`config.mk`:
```
export PLATFORM = sky130hd
export DESIGN_NAME = tltl_ctrl
export DESIGN_NICKNAME = d
export VERILOG_FILES = /design/src/tltl_pkg.sv /design/src/tltl_ctrl.sv
export VERILOG_INCLUDE_DIRS = /design/src /design/src/src
export SDC_FILE = /design/constraint.sdc
export NUM_CORES = 1
export LEC_CHECK = 0
export BUFFER_PORTS_ARGS = -buffer_cell sky130_fd_sc_hd__buf_2
export CAP_MARGIN = 30
export CORE_AREA = 2 2 39 41
export DETAILED_ROUTE_END_ITERATION = 12
export DIE_AREA = 0 0 41 43
export PLACE_DENSITY = 0.45
export SYNTH_ARGS = -nofsm -noshare
export SYNTH_HDL_FRONTEND = slang
export SYNTH_SLANG_ARGS = --single-unit
```
`constraint.sdc`:
```
create_clock -name clk -period 2.9 [get_ports clk]
set_clock_uncertainty 0.05 [all_clocks]
set_input_delay 0.29 -clock clk [delete_from_list [all_inputs] [get_ports clk]]
set_output_delay 0.29 -clock clk [all_outputs]
set_load 0.02 [all_outputs]
```
`src/toggle_list_truth_lookup_defines.svh`:
```
// ----------------------------------------------------------------------------
// Toggle list truth lookup: assertion macros
// Shared concurrent assertion forms for the lookup controller and datapath.
// ----------------------------------------------------------------------------
`ifndef TOGGLE_LIST_TRUTH_LOOKUP_DEFINES_SVH
`define TOGGLE_LIST_TRUTH_LOOKUP_DEFINES_SVH

// Same-cycle implication, disabled while reset is asserted
`define TLTL_ASSERT_IMP(label, clk, rst_n, ante, cons) \
	label: assert property (@(posedge clk) disable iff (!rst_n) (ante) |-> (cons)) \
		else $error("tltl: implication check failed");

// Next-cycle implication, disabled while reset is asserted
`define TLTL_ASSERT_NXT(label, clk, rst_n, ante, cons) \
	label: assert property (@(posedge clk) disable iff (!rst_n) (ante) |=> (cons)) \
		else $error("tltl: next-cycle check failed");

`endif

```
`src/tltl_pkg.sv`:
```
`timescale 1ns / 1ps
`default_nettype none
// ----------------------------------------------------------------------------
// Toggle list truth lookup package
// Transaction types, request codes, default sizes and the control and status
// bundles between controller and datapath.
// ----------------------------------------------------------------------------
package tltl_pkg;

	// Default sizes
	localparam int NUM_PROPS_DEF  = 64;
	localparam int MAX_POINTS_DEF = 256;

	// Request codes
	localparam logic [1:0] REQ_WRITE_POINT  = 2'd0;
	localparam logic [1:0] REQ_WRITE_HEADER = 2'd1;
	localparam logic [1:0] REQ_QUERY        = 2'd2;

	// Input transaction
	typedef struct packed {
		logic [1:0]  req_type;
		logic [5:0]  prop_index;
		logic [7:0]  slot;
		logic [30:0] point_value;
		logic [8:0]  point_count;
		logic        first_value;
	} req_t;

	// Result transaction
	typedef struct packed {
		logic truth;
		logic is_answer;
	} rsp_t;

	// Controller to datapath commands
	typedef struct packed {
		logic clear_en;
		logic accept;
		logic hdr_load;
		logic probe;
	} ctl_cmd_t;

	// Datapath to controller status
	typedef struct packed {
		logic clr_last;
		logic search_end;
	} dp_sts_t;

endpackage
`default_nettype wire

```
`src/tltl_ctrl.sv`:
```
`timescale 1ns / 1ps
`default_nettype none
`include "toggle_list_truth_lookup_defines.svh"
// ----------------------------------------------------------------------------
// Toggle list truth lookup controller
// Sequences header clear, transaction accept, header read, probes and result.
// ----------------------------------------------------------------------------
module tltl_ctrl (
	input  wire                 clk,
	input  wire                 arst_n,
	input  wire                 start,
	input  wire [1:0]           req_type,
	input  tltl_pkg::dp_sts_t   sts,
	output tltl_pkg::ctl_cmd_t  cmd,
	output logic                busy,
	output logic                done
);

	typedef enum logic [2:0] {
		ST_CLEAR,
		ST_IDLE,
		ST_HDR,
		ST_PROBE,
		ST_RESP
	} state_t;

	state_t state_q;
	logic   busy_q;
	logic   done_q;

	// Decode commands from the current state
	always_comb begin
		cmd.clear_en = (state_q == ST_CLEAR);
		cmd.accept   = start && !busy_q;
		cmd.hdr_load = (state_q == ST_HDR);
		cmd.probe    = (state_q == ST_PROBE);
	end

	// Hold state, busy and the result strobe
	always_ff @(posedge clk or negedge arst_n) begin
		if (!arst_n) begin
			state_q <= ST_CLEAR;
			busy_q  <= 1'b1;
			done_q  <= 1'b0;
		end else begin
			case (state_q)
				ST_CLEAR: begin
					if (sts.clr_last) begin
						state_q <= ST_IDLE;
						busy_q  <= 1'b0;
					end
				end
				ST_IDLE: begin
					if (start) begin
						busy_q <= 1'b1;
						if (req_type == tltl_pkg::REQ_QUERY) begin
							state_q <= ST_HDR;
						end else begin
							state_q <= ST_RESP;
							done_q  <= 1'b1;
						end
					end
				end
				ST_HDR: begin
					if (sts.search_end) begin
						state_q <= ST_RESP;
						done_q  <= 1'b1;
					end else begin
						state_q <= ST_PROBE;
					end
				end
				ST_PROBE: begin
					if (sts.search_end) begin
						state_q <= ST_RESP;
						done_q  <= 1'b1;
					end
				end
				ST_RESP: begin
					state_q <= ST_IDLE;
					busy_q  <= 1'b0;
					done_q  <= 1'b0;
				end
				default: begin
					state_q <= ST_IDLE;
					busy_q  <= 1'b0;
					done_q  <= 1'b0;
				end
			endcase
		end
	end

	assign busy = busy_q;
	assign done = done_q;

	// An accepted transaction makes the block busy on the next cycle
	`TLTL_ASSERT_NXT(a_accept_busy, clk, arst_n, start && !busy_q, busy_q)
	// One strobe per transaction
	`TLTL_ASSERT_NXT(a_done_single, clk, arst_n, done_q, !done_q)
	// A result only appears while the block still counts as busy
	`TLTL_ASSERT_IMP(a_done_busy, clk, arst_n, done_q, busy_q && (state_q == ST_RESP))

endmodule
`default_nettype wire

```
# == Word-level counts from Yosys, hierarchy flattened ==
# Index checks and enable logic that the tools add are counted.
# op_classes
n_mux,13
bitwise,2
n_eq_ne,9
n_reduce_logical,7
# ops
cell,n
$mux 3,5
$pmux 3 s4,1
$ne 2x2->1 const B,4
$eq 3x2->1 const B,2
$pmux 1 s3,2
$reduce_and 3->1,2
$mux 1,5
$reduce_and 4->1,1
$eq 3x1->1 const B,1
$logic_not 3->1,1
$eq 2x2->1 const B,1
$ne 2x1->1 const B,1
$not 1->1,2
$reduce_or 2->1,1
$logic_and 1x1->1,1
$logic_not 1->1,1
# totals
word_cells,34
reg_bits,5

# == Depth between registers and ports, before layout ==
# Gate-level depths: netlist of the first run.
# depth
ltp_word,4
depth_mapped,4
depth_no_buf,3

# == Worst setup path after synthesis of the first run ==
# No wires, ideal clock.
# synth_timing
kind,register to output
start,register state_q[2]
end,output cmd[1] (netlist name)
path_slack_ps,1545
arrival_time_ps,1015
stages_incl_launch_ff,3
cell_sequence,dfrtp_1 > buf_8 > nor3b_1
# synth_rtl
item,line_no,source
"start, declared",tltl_ctrl.sv:27,state_t state_q;
"start signal, assigned",tltl_ctrl.sv:42,state_q <= ST_CLEAR;
"start signal, assigned",tltl_ctrl.sv:49,state_q <= ST_IDLE;
"start signal, assigned",tltl_ctrl.sv:57,state_q <= ST_HDR;
"end, declared",tltl_ctrl.sv:14,"output tltl_pkg::ctl_cmd_t cmd,"

==> results.json, run 1 <==
{
  "outcome": "finished clean",
  "drt-initial-drc-count": 7,
  "via_count": 269,
  "clock.fmax_ghz": 0.678,
  "dieWidth_um": 41,
  "worst_skew_pair.late_latency_ps": 240,
  "p_int_mw": 0.218,
  "grt_max_degree": 12,
  "p_leak_nw": 0.192,
  "grt_pass1_wl_mm": 1.04,
  "ys.warnings.count": 0,
  "num-fill-cells": 150,
  "worstHoldEndpoint": "state_q[1]",
  "p_clk_share_pct": 22.1,
  "regToRegEndpoint": "done",
  "ys_seq_area_share_pct": 42.3,
  "wl_um": 618,
  "place.gp.congestion": 0.721,
  "finalMaxSlewViolations": 0,
  "pwr-share-comb_pct": 38.6,
  "grt_pass1_vias": 247,
  "dieArea_mm2": 0.00176,
  "routed_via_density": 4.20,
  "hold_path.class": "input port to flip-flop",
  "reg2reg_depth": 3,
  "rrSetupSlack_ps": 1690,
  "ios": 13,
  "clkSinkCount": 5,
  "start_util_pct": 21.6,
  "fin_setup_tns_ps": 0,
  "p_sw_share_pct": 40.9,
  "slew_headroom_pct": 80.5,
  "synth_nets": 40,
  "post-route-drc-count": 0,
  "wire_per_inst_um": 9.66,
  "drtPass1Iterations": 2,
  "tritoncts": "done",
  "setup_slack_ps": 1420,
  "rsz0062_at_grt": "no",
  "tightest_slew_ps": 292,
  "synth_cell_types": 19,
  "cts_resized": 0,
  "track_usage_pct": 9.28,
  "hp-start": "req_type[1]",
  "dp_hpwl_um": 455,
  "timing.rr.start": "state_q[1]",
  "cpPeakStageDelay_ps": 500,
  "crit_fanout": 11,
  "cts.clk_slew.worst_paths_ps": 40,
  "syn_area_um2": 299,
  "p_switching_mw": 0.151,
  "critPathArrivalTime_ps": 1140,
  "cts_buffers": 3,
  "ctsHtreeMaxLevel": 1,
  "yosys_register_bits": 5,
  "final_nets": 56,
  "grt_overflow": 0,
  "final_common_cell": "buf_2",
  "layout-drive-gt1-share_pct": 37.5,
  "fin_hold_ws_ps": 277,
  "drt.antenna.violating_nets": 0,
  "setup.worst_path.class": "flip-flop to primary output",
  "n_antenna_cell": 0,
  "die_h_um": 43,
  "path_cells": "nor3b_1, buf_2",
  "core-area_mm2": 0.00138,
  "min_period_ps": 1480,
  "finalSetupViolCount": 0,
  "rows": 14,
  "start_kind": "flip-flop",
  "final_cell_mix": "12 x buf_2, 5 x nor2_1, 4 x o21ai_0, 4 x dfrtp_1",
  "holdPathStages": 3,
  "fin_crit_sh_pct": 50.9,
  "clk_path_buf_depth": 2,
  "portBuffers": 12,
  "worst_path_max_delay_cell": "dfrtp_1",
  "dp.cells": 59,
  "area_growth_pct": 31.4,
  "maxCapViolations": 0,
  "max-vdd-ir-drop_v": 0.000296,
  "power_density_mw_per_mm2": 938,
  "finalHoldViolCount": 0,
  "required_ps": 2560,
  "antenna_found_initial": 0,
  "synth_cells": 33,
  "clockRootBuffer": "clkbuf_4",
  "place_ws_ps": 1680,
  "syn_avg_cell_area_um2": 9.06,
  "pwr-share-seq_pct": 39.3,
  "fin_cells": 64,
  "end_kind": "primary output"
}
power groups by stage:
| stage | Sequential (mW) | Clock (mW) | Combinational [mW] |
|---|---|---|---|
| 3_3_place_gp | 0.145 | 0 | 0.144 |
| 5_1_grt | 0.152 | 0.0923 | 0.159 |
| 6_report | 0.145 | 0.0813 | 0.142 |
| 3_5_place_dp | 0.146 | 0 | 0.143 |
| 4_1_cts | 0.145 | 0.0860 | 0.145 |
| 2_1_floorplan | 0.147 | 0 | 0.108 |
sequential cells by signal, indices dropped and copies added (netlist names):
register,count
state_q,3
busy,1
done,1
layer usage:
layer,up-vias,routed length [µm],track usage (%)
li1,142,-,-
met1,118,320,12.1
met2,9,244,10.6
met3,0,53,3.14
met4,0,0,10.0
met5,-,0,0
layout make-up:
cell class	count	area, µm²	area share, %
clock buffers	4	26.3	6.69
inverters	2	7.51	1.91
multi-input cells	24	143	36.3
flip-flops and latches	5	126	32.2
well taps	16	20.0	5.10
repair buffers	13	70.1	17.8
per-stage QoR:
stage | utilization [%] | power (mW) | area, µm²
global route | 28.4 | 0.404 | 393
detailed placement | 25.8 | 0.289 | 357
CTS | 28.4 | 0.375 | 393
floorplan | - | 0.255 | 299
global placement | 25.8 | 0.289 | 357
finish | 28.4 | 0.369 | 393
worst max-delay path: cells and delay by family (launching register included):
family	cells	cell delay (ps)
and+or+nand+nor	1	210
DFF	1	500
buffers and inverters	1	190
cell usage after synthesis:
library cell / instances / share of area, %
and2b_1: 1 / 2.5
and3b_2: 1 / 3.3
nor2_1: 5 / 6.3
nor2b_1: 3 / 6.3
a21oi_1: 1 / 1.7
nor3b_1: 1 / 2.5
a211oi_1: 1 / 2.5
nand2_1: 2 / 2.5
nor3_1: 1 / 1.7
buf_8: 1 / 5.0
buf_4: 1 / 2.5
inv_1: 2 / 2.5
o21ai_0: 4 / 6.7
a22oi_1: 1 / 2.5
a221oi_2: 1 / 5.0
a31oi_1: 1 / 2.1
nand2b_1: 1 / 2.1
dfstp_2: 1 / 8.8
dfrtp_1: 4 / 33
cells by family after synthesis:
family,Yosys count,share of synthesized area (%)
buffers and inverters,4,10.0
flip-flops,5,42.3
AO/OA/AOI/OAI,9,20.5
AND/OR/NAND/NOR,15,27.2
timing repair:
item | 4_1_cts | 5_1_grt
hold endpoints to repair | 5 | 0
buffers inserted | 0 | 0
hold buffers | 1 | 0
worst max path at each step:
stage	from	cells after the start	slack [ps]	to
2_1_floorplan	state_q[2]	2	1540	cmd[1]
4_1_cts	state_q[1]	2	1410	cmd[1]
5_1_grt	state_q[1]	2	1320	cmd[1]
3_3_place_gp	state_q[1]	2	1700	cmd[1]
3_5_place_dp	state_q[1]	2	1680	cmd[1]
6_report	state_q[1]	2	1420	cmd[1]
(Power assumes the default switching activity.)
==> inputs of run 2 (changes only) <==
clock period = 1.36 ns   (was 2.9 ns; I/O delays follow)
==> results.json, run 2 (synthesis results as in run 1) <==
{
  "clkSinkCount": 5,
  "num-fill-cells": 157,
  "grt_max_degree": 12,
  "cpPeakStageDelay_ps": 440,
  "crit_fanout": 8,
  "max-vdd-ir-drop_v": 0.000872,
  "grt_pass1_wl_mm": 1.17,
  "min_period_ps": 1240,
  "rsz0062_at_grt": "no",
  "drtPass1Iterations": 2,
  "routed_via_density": 4.48,
  "finalSetupViolCount": 0,
  "final_cell_mix": "12 x buf_2, 5 x nor2_1, 4 x o21ai_0",
  "multi_input_comb_area_um2": 143,
  "finalHoldViolCount": 0,
  "p_leak_nw": 0.194,
  "clock.fmax_ghz": 0.807,
  "maxCapViolations": 0,
  "worst_path_max_delay_cell": "dfrtp_2",
  "start_util_pct": 21.6,
  "rows": 14,
  "postLayoutCellArea_um2": 403,
  "drt.antenna.violating_nets": 0,
  "ctsHtreeMaxLevel": 1,
  "track_usage_pct": 10.4,
  "worst_skew_pair.late_latency_ps": 240,
  "n_antenna_cell": 0,
  "place.gp.congestion": 0.686,
  "finalMaxSlewViolations": 0,
  "hold_path.class": "input port to flip-flop",
  "crit_family": "flip-flops",
  "wl_um": 659,
  "grt_overflow": 0,
  "required_ps": 1170,
  "tritoncts": "done",
  "path_cells": "nor3b_1, buf_2",
  "drt-initial-drc-count": 3,
  "cts.clk_slew.worst_paths_ps": 40,
  "die_h_um": 43,
  "end_kind": "primary output",
  "clockRootBuffer": "clkbuf_4",
  "grt_pass1_vias": 275,
  "slew_headroom_pct": 84.7,
  "tightest_slew_ps": 229,
  "post-route-drc-count": 0,
  "layout-drive-gt1-share_pct": 42.9,
  "power_density_mw_per_mm2": 1990,
  "fin_setup_tns_ps": 0,
  "dieWidth_um": 41,
  "setup.worst_path.class": "flip-flop to primary output",
  "dp_hpwl_um": 503,
  "clk_path_buf_depth": 2,
  "dieArea_mm2": 0.00176,
  "cts_buffers": 3,
  "path_buf_inv": 1,
  "area_growth_pct": 34.7,
  "ios": 13,
  "final_nets": 57,
  "regMostFlops": "state_q",
  "largest_register_ffs": 3,
  "start_kind": "flip-flop",
  "wire_per_inst_um": 10.1,
  "fin_crit_sh_pct": 91.1,
  "place_area_um2": 364,
  "area.sequential_um2": 129,
  "portBuffers": 12,
  "core-area_mm2": 0.00138,
  "final_common_cell": "buf_2",
  "critPathArrivalTime_ps": 1050,
  "antenna_found_initial": 0,
  "outcome": "finished clean",
  "via_count": 291
}
==> run 2: cell count changes in the layout (fill, tap and decap cells not counted), sizes merged <==
| cell | previous run | this run |
|---|---|---|
| buf | 12 | 13 |
==> run 2: area by class of cell <==
class,count,area share [%]
multi-input combinational,24,35.4
sequential,5,32.0
timing repair buffer,14,19.3
clock buffer,4,6.52
tap,16,4.97
inverter,2,1.86
==> run 2: worst reg2reg max path: cells and delay by family (launching register included) <==
family          cells  cell delay (ps)
compound gates      2              310
flops               1              460
simple gates        1              240
==> run 2: power breakdown <==
| group | switching (mW) | total [mW] | internal (mW) |
|---|---|---|---|
| clock | 0.0598 | 0.171 | 0.111 |
| sequential | 0.0780 | 0.304 | 0.226 |
| combinational | 0.184 | 0.328 | 0.144 |
==> run 2: path summary, 6_finish.rpt <==
check,from,endpoint,slack [ps],depth (start not counted)
max,state_q[0],cmd[1],120,2
min,req_type[1],state_q[1],130,3
max reg2reg,state_q[1],done,200,3
min reg2reg,busy,busy,460,2
max in group asynchronous,arst_n,busy,860,2
min in group asynchronous,arst_n,state_q[0],190,2
==> run 2: metal layers <==
layer | track usage [%] | share of wire, % | vias to the layer above
met5 | 0 | 0 | -
met4 | 0 | 0 | 0
met3 | 9.42 | 10 | 0
met2 | 12.5 | 46 | 12
met1 | 14.7 | 44 | 135
li1 | - | - | 144
==> run 2: repair_timing <==
action	in CTS	in global routing
hold buffers	1	0
buffers inserted	0	0
setup endpoints to repair	0	3
endpoints found under the hold margin	5	0
resized for setup	0	2
==> run 2: per-stage QoR <==
stage / power (mW) / util, % / cells / hold slack (ps) / worst slack (ps)
3_5_place_dp: 0.631 / 26.3 / 60 / -89.4 / 177
2_1_floorplan: 0.543 / - / 33 / -210 / 159
4_1_cts: 0.816 / 28.9 / 65 / 125 / 37.8
6_report: 0.802 / 29.1 / 65 / 125 / 121
3_3_place_gp: 0.631 / 26.3 / 60 / -89.0 / 203
5_1_grt: 0.889 / 29.1 / 65 / 167 / 1.53
==> inputs of run 3 (changes only) <==
SETUP_SLACK_MARGIN = 0.5   (was default)
==> results.json, run 3 (synthesis results as in run 1) <==
{
  "outcome": "finished clean",
  "p_clk_share_pct": 17.3,
  "n_antenna_cell": 0,
  "postLayoutCellArea_um2": 505,
  "grt_pass1_vias": 290,
  "final_nets": 61,
  "start_util_pct": 21.6,
  "rsz0062_at_grt": "yes",
  "maxCapViolations": 0,
  "track_usage_pct": 10.3,
  "place_area_um2": 397,
  "required_ps": 1170,
  "power_density_mw_per_mm2": 1960,
  "final_common_cell": "buf_4",
  "rows": 14,
  "holdPathStages": 3,
  "regMostFlops": "state_q",
  "clock.fmax_ghz": 0.817,
  "tritoncts": "done",
  "slew_headroom_pct": 86.3,
  "post-route-drc-count": 0,
  "dp_hpwl_um": 477,
  "clk_path_buf_depth": 2,
  "area_growth_pct": 69.0,
  "reg2reg_depth": 4,
  "end_kind": "primary output",
  "wl_um": 720,
  "clkSinkCount": 5,
  "ctsHtreeMaxLevel": 1,
  "p_sw_share_pct": 38.6,
  "worst_skew_pair.late_latency_ps": 240,
  "clockRootBuffer": "clkbuf_4",
  "fin_crit_sh_pct": 90.0,
  "setup.worst_path.class": "flip-flop to primary output",
  "routed_via_density": 4.25,
  "critPathArrivalTime_ps": 1040,
  "pwr-share-seq_pct": 32.0,
  "place.gp.congestion": 0.647,
  "tightest_slew_ps": 205,
  "finalMaxSlewViolations": 0,
  "wire_per_inst_um": 10.4,
  "die_h_um": 43,
  "ios": 13,
  "start_kind": "flip-flop",
  "setup_slack_ps": 136,
  "cts.clk_slew.worst_paths_ps": 40,
  "finalHoldViolCount": 0,
  "drtPass1Iterations": 1,
  "drt.antenna.violating_nets": 0,
  "max-vdd-ir-drop_v": 0.000609,
  "via_count": 293,
  "p_leak_nw": 0.232,
  "antenna_found_initial": 0,
  "portBuffers": 12,
  "crit_fanout": 4,
  "p_total_mw": 0.989,
  "pwr-share-comb_pct": 50.7,
  "min_period_ps": 1220,
  "fin_hold_ws_ps": 135,
  "dieArea_mm2": 0.00176,
  "p_switching_mw": 0.382,
  "core-area_mm2": 0.00138,
  "largest_register_ffs": 3,
  "dieWidth_um": 41,
  "final_cell_mix": "7 x buf_4, 6 x buf_2, 4 x nor2_1, 4 x buf_6, 3 x clkbuf_4",
  "num-fill-cells": 149,
  "p_int_mw": 0.607,
  "drt-initial-drc-count": 0,
  "rrSetupSlack_ps": 200,
  "layout-drive-gt1-share_pct": 60.4,
  "hold_path.class": "input port to flip-flop",
  "place_ws_ps": 234,
  "grt_overflow": 0,
  "finalSetupViolCount": 0,
  "grt_pass1_wl_mm": 1.17,
  "cts_buffers": 3,
  "fin_setup_tns_ps": 0,
  "grt_max_degree": 9
}
[run 3: cell count changes in the layout (fill, tap and decap cells not counted), moves of 2 or more]
cell     delta
buf_2       -6
buf_4       +6
buf_6       +4
nor2b_1     -2
nor2b_4     +2
o21ai_0     -2
o21ai_1     +2
[run 3: critical path, stage by stage, from the launching register on]
cell	delay (ps)
dfrtp_1	380
buf_6	130
nor3b_2	140
buf_4	150
[run 3: layout make-up]
cell class	count	area, µm²	share of cell area (%)
clock buffer	4	26.3	5.20
multi-input combinational	24	185	36.6
tap	16	20.0	3.96
sequential	5	129	25.5
inverter	2	7.51	1.49
timing repair buffer	18	138	27.2
[run 3: power groups by stage]
| stage | clock network (mW) | logic [mW] | registers, mW |
|---|---|---|---|
| floorplan | 0 | 0.266 | 0.327 |
| detailed placement | 0 | 0.347 | 0.324 |
| CTS | 0.182 | 0.489 | 0.313 |
| global placement | 0 | 0.347 | 0.325 |
| finish | 0.171 | 0.501 | 0.317 |
| global route | 0.191 | 0.547 | 0.331 |
[run 3: worst paths after layout]
| check | start | to |
|---|---|---|
| setup / recovery | state_q[1] | cmd[1] |
| hold / removal | req_type[1] | state_q[1] |
| max in group asynchronous | arst_n | busy |
| min in group asynchronous | arst_n | state_q[0] |
| hold reg to reg | busy | busy |
| setup reg to reg | state_q[1] | done |
[run 3: repair_timing]
item | in CTS | in global routing
hold buffers | 1 | 0
pin swaps | 2 | 1
buffers inserted | 4 | 0
resized for setup | 12 | 2
endpoints found under the setup margin | 11 | 11
hold endpoints to repair | 5 | 0
[run 3: through the flow]
stage	utilization, %	cells
2_1_floorplan	-	33
3_3_place_gp	28.7	60
3_5_place_dp	28.7	60
4_1_cts	36.0	69
5_1_grt	36.5	69
6_report	36.5	69
[run 3: per-layer routing]
metal  global-route usage, %  wire, µm  up-vias  share of wire (%)
li1                        -         -      151                  -
met3                    3.14        23        0                3.2
met2                    14.7       384        5                 53
met5                       0         0        -                  0
met1                    12.2       311      137                 43
met4                    8.00         0        0                  0
